$ cat src/design/bcb_pkg.sv
`timescale 1ns / 1ps
`default_nettype none
// Shared constants and controller/datapath command and status types
// for the bipartite check block. No dependencies.
package bcb_pkg;

    localparam int DEF_MAX_VERTICES = 1024;
    localparam int DEF_MAX_EDGES    = 4096;
    localparam int VTX_IN_W         = 10;
    localparam int VCOUNT_W         = 10;

    localparam logic [1:0] COLOUR_NONE = 2'd0;
    localparam logic [1:0] COLOUR_A    = 2'd1;
    localparam logic [1:0] COLOUR_SUM  = 2'd3;

    typedef struct packed {
        logic capture;
        logic drop;
        logic rd_a;
        logic wr_a;
        logic rd_b;
        logic wr_b;
        logic chk_start;
        logic seed_rd;
        logic seed_claim;
        logic seed_next;
        logic pop_rd;
        logic pop_fetch;
        logic head_cap;
        logic link_rd;
        logic link_cap;
        logic col_apply;
        logic set_fail;
        logic res_load;
        logic clr_step;
    } cmd_t;

    typedef struct packed {
        logic fits;
        logic last;
        logic top_zero;
        logic seed_last;
        logic colour_zero;
        logic clash;
        logic queue_empty;
        logic link_end;
        logic clr_last;
        logic out_free;
    } sts_t;

endpackage
`default_nettype wire

$ cat src/design/bcb_ctrl.sv
`timescale 1ns / 1ps
`default_nettype none
// Controller state machine: edge linking, breadth-first walk, clear sweep.
// Depends on bcb_pkg; commands bcb_datapath.
module bcb_ctrl
    import bcb_pkg::*;
(
    input  wire logic clk,
    input  wire logic rst_n,
    input  wire logic in_valid,
    output logic      in_ready,
    input  wire sts_t sts,
    output cmd_t      cmd
);

    localparam logic [3:0] S_IDLE     = 4'd0;
    localparam logic [3:0] S_LD_CHK   = 4'd1;
    localparam logic [3:0] S_LD_WA    = 4'd2;
    localparam logic [3:0] S_LD_RB    = 4'd3;
    localparam logic [3:0] S_LD_WB    = 4'd4;
    localparam logic [3:0] S_CHECK    = 4'd5;
    localparam logic [3:0] S_SEED_RD  = 4'd6;
    localparam logic [3:0] S_SEED_TST = 4'd7;
    localparam logic [3:0] S_POP      = 4'd8;
    localparam logic [3:0] S_POP_W    = 4'd9;
    localparam logic [3:0] S_HEAD     = 4'd10;
    localparam logic [3:0] S_LINK     = 4'd11;
    localparam logic [3:0] S_LINK_W   = 4'd12;
    localparam logic [3:0] S_COL      = 4'd13;
    localparam logic [3:0] S_RESULT   = 4'd14;
    localparam logic [3:0] S_CLEAR    = 4'd15;

    logic [3:0] state_reg, state_next;

    assign in_ready = (state_reg == S_IDLE);

    always_comb
    begin
        cmd        = '0;
        state_next = state_reg;
        case (state_reg)
            S_IDLE:
            begin
                if (in_valid)
                begin
                    cmd.capture = 1'b1;
                    state_next  = S_LD_CHK;
                end
            end
            S_LD_CHK:
            begin
                if (sts.fits)
                begin
                    cmd.rd_a   = 1'b1;
                    state_next = S_LD_WA;
                end
                else
                begin
                    cmd.drop   = 1'b1;
                    state_next = sts.last ? S_CHECK : S_IDLE;
                end
            end
            S_LD_WA:
            begin
                cmd.wr_a   = 1'b1;
                state_next = S_LD_RB;
            end
            S_LD_RB:
            begin
                cmd.rd_b   = 1'b1;
                state_next = S_LD_WB;
            end
            S_LD_WB:
            begin
                cmd.wr_b   = 1'b1;
                state_next = sts.last ? S_CHECK : S_IDLE;
            end
            S_CHECK:
            begin
                cmd.chk_start = 1'b1;
                state_next    = sts.top_zero ? S_RESULT : S_SEED_RD;
            end
            S_SEED_RD:
            begin
                cmd.seed_rd = 1'b1;
                state_next  = S_SEED_TST;
            end
            S_SEED_TST:
            begin
                if (sts.colour_zero)
                begin
                    cmd.seed_claim = 1'b1;
                    state_next     = S_POP;
                end
                else if (sts.seed_last)
                begin
                    state_next = S_RESULT;
                end
                else
                begin
                    cmd.seed_next = 1'b1;
                    state_next    = S_SEED_RD;
                end
            end
            S_POP:
            begin
                if (!sts.queue_empty)
                begin
                    cmd.pop_rd = 1'b1;
                    state_next = S_POP_W;
                end
                else if (sts.seed_last)
                begin
                    state_next = S_RESULT;
                end
                else
                begin
                    cmd.seed_next = 1'b1;
                    state_next    = S_SEED_RD;
                end
            end
            S_POP_W:
            begin
                cmd.pop_fetch = 1'b1;
                state_next    = S_HEAD;
            end
            S_HEAD:
            begin
                cmd.head_cap = 1'b1;
                state_next   = S_LINK;
            end
            S_LINK:
            begin
                state_next = sts.link_end ? S_POP : S_LINK_W;
            end
            S_LINK_W:
            begin
                cmd.link_cap = 1'b1;
                state_next   = S_COL;
            end
            S_COL:
            begin
                cmd.col_apply = 1'b1;
                if (!sts.colour_zero && sts.clash)
                begin
                    cmd.set_fail = 1'b1;
                    state_next   = S_RESULT;
                end
                else
                begin
                    state_next = S_LINK;
                end
            end
            S_RESULT:
            begin
                // hold until the result register is free
                if (sts.out_free)
                begin
                    cmd.res_load = 1'b1;
                    state_next   = S_CLEAR;
                end
            end
            S_CLEAR:
            begin
                cmd.clr_step = 1'b1;
                if (sts.clr_last)
                begin
                    state_next = S_IDLE;
                end
            end
            default:
            begin
                state_next = S_IDLE;
            end
        endcase
    end

    always_ff @(posedge clk or negedge rst_n)
    begin
        if (!rst_n)
        begin
            state_reg <= S_CLEAR;
        end
        else
        begin
            state_reg <= state_next;
        end
    end

    a_ready_idle_only: assert property (@(posedge clk) disable iff (!rst_n)
        (in_valid && in_ready) |=> (state_reg == S_LD_CHK))
        else $error("accepted edge did not enter the link sequence");

    a_single_store_op: assert property (@(posedge clk) disable iff (!rst_n)
        $onehot0({cmd.wr_a, cmd.wr_b, cmd.clr_step, cmd.seed_claim, cmd.col_apply}))
        else $error("conflicting store writes");

    a_clear_to_idle: assert property (@(posedge clk) disable iff (!rst_n)
        (cmd.clr_step && sts.clr_last) |=> in_ready)
        else $error("clear sweep did not return to idle");

endmodule
`default_nettype wire

$ cat config.mk
export PLATFORM = sky130hd
export DESIGN_NAME = bcb_ctrl
export DESIGN_NICKNAME = d
export VERILOG_FILES = /design/src/design/bcb_pkg.sv /design/src/design/bcb_ctrl.sv
export SDC_FILE = /design/constraint.sdc
export NUM_CORES = 1
export LEC_CHECK = 0
export BUFFER_PORTS_ARGS = -buffer_cell sky130_fd_sc_hd__buf_2
export CORE_MARGIN = 2
export CORE_UTILIZATION = 37
export CTS_CLUSTER_SIZE = 40
export DETAILED_ROUTE_END_ITERATION = 8
export PLACE_DENSITY = 0.73
export SETUP_SLACK_MARGIN = 0.15
export SKIP_LAST_GASP = 1
export SLEW_MARGIN = 20
export SYNTH_ARGS = -nofsm -noshare
export SYNTH_HDL_FRONTEND = slang
export SYNTH_SLANG_ARGS = --single-unit
export TNS_END_PERCENT = 50
$ cat constraint.sdc
create_clock -name clk -period 1.3 [get_ports clk]
set_input_delay 0.26 -clock clk [delete_from_list [all_inputs] [get_ports clk]]
set_output_delay 0.26 -clock clk [all_outputs]
set_load 0.02 [all_outputs]
==> results by group, run 1 <==
Run status
  • Run status: finished with violations
  • Failing checks: negative setup slack

Critical path
  • RR Startpoint: state_reg[0]
  • Worst Reg2Reg Path Length in Cells: 5
  • Reg2reg setup slack: -0.32 ns
  • Worst r2r dst: state_reg[1]
  • Worst EP arrival: ~1.5 ns
  • CP Capture Type: primary output
  • CP Launch Type: register
  • Crit Path Class: register to primary output
  • Setup crit start: state_reg[2]
  • Critical path required time: 1.04 ns
  • Critical Path Fanout Max: 8
  • Worst path cell trace: buf_6, nand2b_4, nor2_2, buf_6
  • Cell mode on critical path: buf_6
  • Crit-path max cell delay: 0.67 ns
  • Slowest CP cell: dfstp_2

Pwr
  • Power share of the clock group: under 10%
  • PD cells: 2540 mW/mm2
  • Peak VDD IR: 0.00157 V
  • Pleak: approximately 0.54 nW
  • Seq pwr share: 14.8%
  • Switching fraction of total power: 50.0%
  • P_sw: between 0.001 and 0.0015 W
  • Combinational power share: 79.7%
  • Power Internal: approximately 0.0015 W

Synthesis
  • Synth top area cells: dfstp_2 19%, nor2_1 11%, nand2b_1 6.8%
  • Synth Instances: 80
  • Cell taking the most area after synthesis: dfstp_2
  • Mapped cell area: 549 um2
  • Seq/Total Area, Yosys: a little under a fifth
  • Share of the synthesized area in the top cell type: 19.1%
  • Warnings from Yosys: 0
  • Proportion of synthesized flip-flops having asynchronous set or reset: between 90% and 100%
  • Syn Nets: a little over 90
  • Synth cell types: 32
  • Yosys reg bits: 4
  • Syn Area/Cell: ~7 um2
  • Ys flop type: dfstp_2
  • Post-synth EDFFs: 0

Die
  • Vert. Die Dim: ~43 um
  • Die X: 42.5 um
  • Rows: 13
  • Core area: between 0.001 and 0.0015 mm2
  • Die area: between 0.0015 and 0.002 mm2
  • Ports: 33
  • Initial Utilization: around two fifths

Placed design
  • Port Buffer Count: 31
  • Post-DP HPWL: between 1000 and 1500 um
  • Setup WS pre-CTS: -0.252 ns
  • RD Place Congestion: roughly 0.83

Min path
  • Hold Crit Class: input port to register
  • Hold wc startpoint: sts[8]
  • Hold Crit Endpoint: state_reg[0]
  • WHS Path Cells: 3

Clocking
  • TritonCTS clock tree: done
  • Clock Path Buffers: 2
  • Total CTS buffers: 3
  • Total number of H-tree levels: 1
  • Root Buffer: clkbuf_4
  • Clock slew at reported path FFs: approximately 0.04 ns
  • Clock Latency Late Sink: between 0.2 and 0.25 ns
  • Sink Count: 4

Global route
  • Global-route usage over all layers: around 26%
  • First-pass GRT wire length: between 3000 and 4000 um
  • Vias in the first global route: approximately 800
  • Initial antenna violation count: 0
  • GRT overflow: 0
  • Largest net degree at the start of global routing: 10

Timing
  • Final Cycle Share: 132%
  • Setup Skew: approximately 0.0050 ns
  • Setup TNS: -8.09 ns
  • Setup slack after layout: -0.418 ns
  • Min cycle time layout: about 1.7 ns
  • Slew Limit Fails: 0
  • Max Clk Rate: between 500 and 600 MHz
  • Fin. Hold Viols: 0
  • Endpoints failing setup: 23
  • WHS: a little over 0.3 ns
  • RSZ-0062 raised after global routing: true

Route
  • TritonRoute pass-1 iters: 7
  • Post-DRT Antenna Nets: 0
  • Routed wire length: roughly 2500 um
  • Total number of vias: just over 800
  • Routed vias/inst: approximately 5.6
  • DRC errors left: 0
  • DRT iter0 DRCs: 20
  • Post-DR wirelength/cell: around 17 um

Cells and area
  • Synth-to-Final Area Change: 113%
  • Multi-input logic area: 587 um2
  • Fin nets: approximately 150
  • Filler instances: between 80 and 90
  • Fraction of layout cells with a size suffix above 1: 70.9%
  • Reg area: roughly 110 um2
  • Largest register FFs: 4
  • N_diodes: 0

Run
  • MaxCap Viol Count: 0
==> cell usage after synthesis (2+ instances only) <==
| cell type | count |
|---|---|
| dfstp_2 | 4 |
| nand3_1 | 3 |
| nand2_1 | 3 |
| nand2_2 | 2 |
| buf_4 | 2 |
| nand2b_1 | 6 |
| nor2b_1 | 3 |
| nor3_1 | 6 |
| and3_1 | 2 |
| a211oi_1 | 2 |
| a31oi_1 | 3 |
| buf_2 | 5 |
| nor2_1 | 16 |
| a21oi_1 | 5 |
==> cells by family after synthesis <==
group / after synthesis / share of synthesized area (%)
mux: 3 / 5.92
compound gates: 18 / 22.3
flops: 4 / 19.1
simple gates: 47 / 44.6
buf+inv: 7 / 7.29
other cells: 1 / 0.683
==> per-layer routing <==
layer	share of wire, %	up-vias	GRT usage [%]
met4	4.2	0	14.4
met1	40	388	29.7
li1	-	391	-
met3	3.4	12	1.29
met2	52	40	47.1
met5	0	-	0
==> cells in the final DEF, fill, tap and decap left out, types with 2 or more instances in the layout <==
cell and instances:
nor3_4 2, nor2_4 6, nand3_1 2, nor3_2 3
nand2_1 3, nand2_4 2, buf_4 26, clkbuf_4 3
nand2b_4 3, nor2_2 4, nand2b_1 2, nor2_1 6
buf_6 12, a21oi_1 5, dfstp_2 4, a31oi_1 3
buf_2 19, a211oi_1 2, o21ai_1 2
==> power groups by stage <==
stage / Sequential [W] / Combinational, W / Clock, W
6_report: 0.000440 / 0.00236 / 0.000163
5_1_grt: 0.000453 / 0.00250 / 0.000177
4_1_cts: 0.000417 / 0.00213 / 0.000152
3_5_place_dp: 0.000433 / 0.00169 / 0
3_3_place_gp: 0.000426 / 0.00166 / 0
2_1_floorplan: 0.000300 / 0.00139 / 0
==> metrics by stage <==
stage	power (W)	util (%)	area, um2	std cells
after global placement	0.00209	67.6	912	134
final	0.00297	86.6	1170	149
after detailed placement	0.00212	67.6	912	134
after floorplan	0.00169	-	704	80
after global routing	0.00313	86.6	1170	149
after CTS	0.00270	82.2	1110	149
==> final cells by class <==
type,count,share of cell area (%)
sequential,4,8.99
multi-input combinational,69,50.2
timing repair buffer,58,37.3
tap,15,1.61
clock buffer,3,1.93
==> critical path: cells and delay by family, from the launching register on <==
family | cells | cell delay (ns)
buffers and inverters | 2 | 0.32
AND/OR/NAND/NOR | 2 | 0.23
flip-flops | 1 | 0.67
==> worst max-delay path by stage <==
stage,endpoint,depth (start not counted)
floorplan,cmd[9],5
global placement,state_reg[1],4
global route,cmd[6],4
finish,cmd[6],4
detailed placement,state_reg[1],4
CTS,cmd[9],5
==> what timing repair did <==
item	CTS	global route
pin swaps	3	5
buffers inserted	11	0
hold buffers	1	0
endpoints found under the hold margin	2	0
endpoints found under the setup margin	23	23
gates resized for setup	26	17
Note: power is estimated with default switching activity, not from simulation.
==> run 2: changes to the inputs <==
--- a/config.mk
+++ b/config.mk
@@ -5,10 +5,10 @@
 export SDC_FILE = /design/constraint.sdc
 export NUM_CORES = 1
 export LEC_CHECK = 0
-export BUFFER_PORTS_ARGS = -buffer_cell sky130_fd_sc_hd__buf_2
+export BUFFER_PORTS_ARGS = -buffer_cell sky130_fd_sc_hd__buf_4
 export CORE_MARGIN = 2
 export CORE_UTILIZATION = 37
-export CTS_CLUSTER_SIZE = 40
+export CTS_CLUSTER_SIZE = 20
 export DETAILED_ROUTE_END_ITERATION = 8
 export PLACE_DENSITY = 0.73
 export SETUP_SLACK_MARGIN = 0.15
==> run 2 against run 1 <==
Effect of this change:
- the flow still finishes with violations (negative setup slack)
- worst hold slack improved by 0.041 ns
- routed wire length rose by 7.5%
- cell count rose by 2.7%
- fmax fell by 2.4%
- critical path type unchanged
==> results by group, run 2 (synthesis results as in run 1) <==
Critical path
  • Worst Reg2Reg Path Length in Cells: 6 (+1)
  • Worst path cell trace: nand2_2, nor2_1, buf_4
  • CP Launch Type: register
  • Worst r2r dst: state_reg[2]
  • CP Capture Type: primary output
  • RR Startpoint: state_reg[0]
  • Setup crit start: state_reg[2]
  • CP endpoint: cmd[4]
  • Critical path required time: 1.04 ns (about the same)
  • Worst EP arrival: 1.50 ns (+0.04 ns)
  • Slowest CP cell: dfstp_2
  • Critical Path Fanout Max: 7 (-1)
  • Reg2reg setup slack: -0.36 ns (-0.04 ns)
  • Crit-path max cell delay: 0.65 ns (-0.02 ns)
  • Crit Path Class: register to primary output

Die
  • Rows: 13 (unchanged)
  • Initial Utilization: 40.7% (unchanged)
  • Die area: 0.00181 mm2 (unchanged)
  • Vert. Die Dim: 42.5 um (unchanged)
  • Die X: 42.5 um (unchanged)
  • Core area: 0.00135 mm2 (unchanged)
  • Ports: 33 (unchanged)

Run status
  • Failing checks: negative setup slack
  • Run status: finished with violations

Clocking
  • TritonCTS clock tree: done
  • Clock Path Buffers: 2 (unchanged)
  • Root Buffer: clkbuf_4
  • Total CTS buffers: 3 (unchanged)
  • Clock Latency Late Sink: 0.26 ns (+0.02 ns)
  • Sink Count: 4 (unchanged)
  • Clock slew at reported path FFs: 0.04 ns (about the same)
  • Total number of H-tree levels: 1 (unchanged)

Route
  • Routed vias/inst: 5.71 (+2.3%)
  • Routed wire length: 2710 um (+7.5%)
  • TritonRoute pass-1 iters: 4 (-3)
  • DRC errors left: 0 (unchanged)
  • Total number of vias: 873 (+5.1%)
  • DRT iter0 DRCs: 23 (+15%)
  • Post-DRT Antenna Nets: 0 (unchanged)
  • Post-DR wirelength/cell: 17.7 um (+4.7%)

Global route
  • Initial antenna violation count: 0 (unchanged)
  • GRT overflow: 0 (unchanged)
  • Largest net degree at the start of global routing: 9 (-1)
  • Vias in the first global route: 789 (-1.9%)
  • First-pass GRT wire length: 3630 um (+1.3%)
  • Global-route usage over all layers: 26.7% (+0.80 points)

Cells and area
  • Design area: 0.00124 mm2 (+5.8%)
  • Most common cell after layout, fill and taps aside: buf_4
  • Most frequent cells in the layout: 47 x buf_4, 14 x buf_6, 7 x nor2_1
  • Synth-to-Final Area Change: 125%
  • N_diodes: 0 (unchanged)
  • Finished Layout Cells: 153 (+2.7%)
  • Largest register FFs: 4 (unchanged)
  • Fin nets: 153 (+2.7%)
  • Fraction of layout cells with a size suffix above 1: 71.0% (+0.12 points)

Timing
  • WHS: 0.346 ns (+0.0414 ns)
  • Fin. Hold Viols: 0 (unchanged)
  • Setup TNS: -8.47 ns (-0.382 ns)
  • RSZ-0062 raised after global routing: true
  • Min cycle time layout: 1.76 ns (+0.0428 ns)
  • Final Cycle Share: 135% (+3.3 points)
  • Max Clk Rate: 568 MHz (-2.4%)
  • Endpoints failing setup: 23 (unchanged)
  • Slew Limit Fails: 0 (unchanged)
  • Setup slack after layout: -0.460 ns (-0.0428 ns)
  • Setup Skew: 0.00826 ns (+0.00330 ns)

Pwr
  • Pleak: 0.563 nW (+4.1%)
  • Peak VDD IR: 0.00166 V (+5.8%)
  • PD cells: 2540 mW/mm2 (+0.18%)

Run
  • MaxCap Viol Count: 0 (unchanged)

Min path
  • Hold Crit Class: input port to register

Placed design
  • Port Buffer Count: 31 (unchanged)
  • Area after DPL: 0.00101 mm2 (+11%)
  • Placed insts: 137 (+2.2%)
  • RD Place Congestion: 0.880 (+6.4%)
  • Post-DP HPWL: 1550 um (+11%)
## run 2: cell types whose count changed in the layout (fill, tap and decap cells not counted), sizes merged
| cell | previous run | this run |
|---|---|---|
| buf | 57 | 61 |
## run 2: what timing repair did
| item | CTS | global route |
|---|---|---|
| hold buffers | 1 | 0 |
| resized for setup | 18 | 9 |
| cloned | 0 | 0 |
| setup buffers | 10 | 2 |
| setup endpoints to repair | 23 | 23 |
| hold endpoints to repair | 4 | 0 |
| pin swaps | 8 | 2 |
## run 2: through the flow
step / worst slack (ns) / utilization (%) / total power [W]
finish: -0.460 / 91.6 / 0.00314
global route: -0.512 / 91.6 / 0.00331
CTS: -0.378 / 87.7 / 0.00287
detailed placement: -0.252 / 75.0 / 0.00229
global placement: -0.183 / 75.0 / 0.00224
floorplan: -0.156 / - / 0.00169
## run 2: layout make-up
cell class | instances | area, um2
Multi-Input combinational cell | 69 | 569
Timing Repair Buffer | 62 | 520
Clock buffer | 3 | 22.5
Tap cell | 15 | 18.8
Fill cell | 58 | 114
Sequential cell | 4 | 105
## run 2: worst min path at each step
stage	from	slack (ns)	cells past startpoint	endpoint
floorplan	rst_n	0.11	0	state_reg[0]
finish	sts[8]	0.35	3	state_reg[0]
global placement	rst_n	0.22	1	state_reg[1]
detailed placement	rst_n	0.23	1	state_reg[2]
CTS	sts[8]	0.31	3	state_reg[2]
global route	sts[8]	0.34	3	state_reg[0]
## run 2: layer usage
metal / share of wire, % / GRT usage, % / up-vias / routed length [um]
li1: - / - / 402 / -
met3: 3.8 / 5.60 / 8 / 102
met5: 0 / 0 / - / 0
met4: 3.4 / 9.38 / 0 / 91
met2: 53 / 48.6 / 36 / 1450
met1: 39 / 30.3 / 427 / 1070
## run 2: power breakdown
part / total, W / switching, W / internal, W
registers: 0.000437 / 0.000189 / 0.000248
logic: 0.00253 / 0.00125 / 0.00129
clock network: 0.000172 / 0.0000680 / 0.000104
total: 0.00314 / 0.00151 / 0.00164
## run 2: critical path: cells and delay by family, from the launching register on
family        cells  cell delay, ns
flops             1            0.65
buf+inv           1            0.17
simple gates      2            0.42
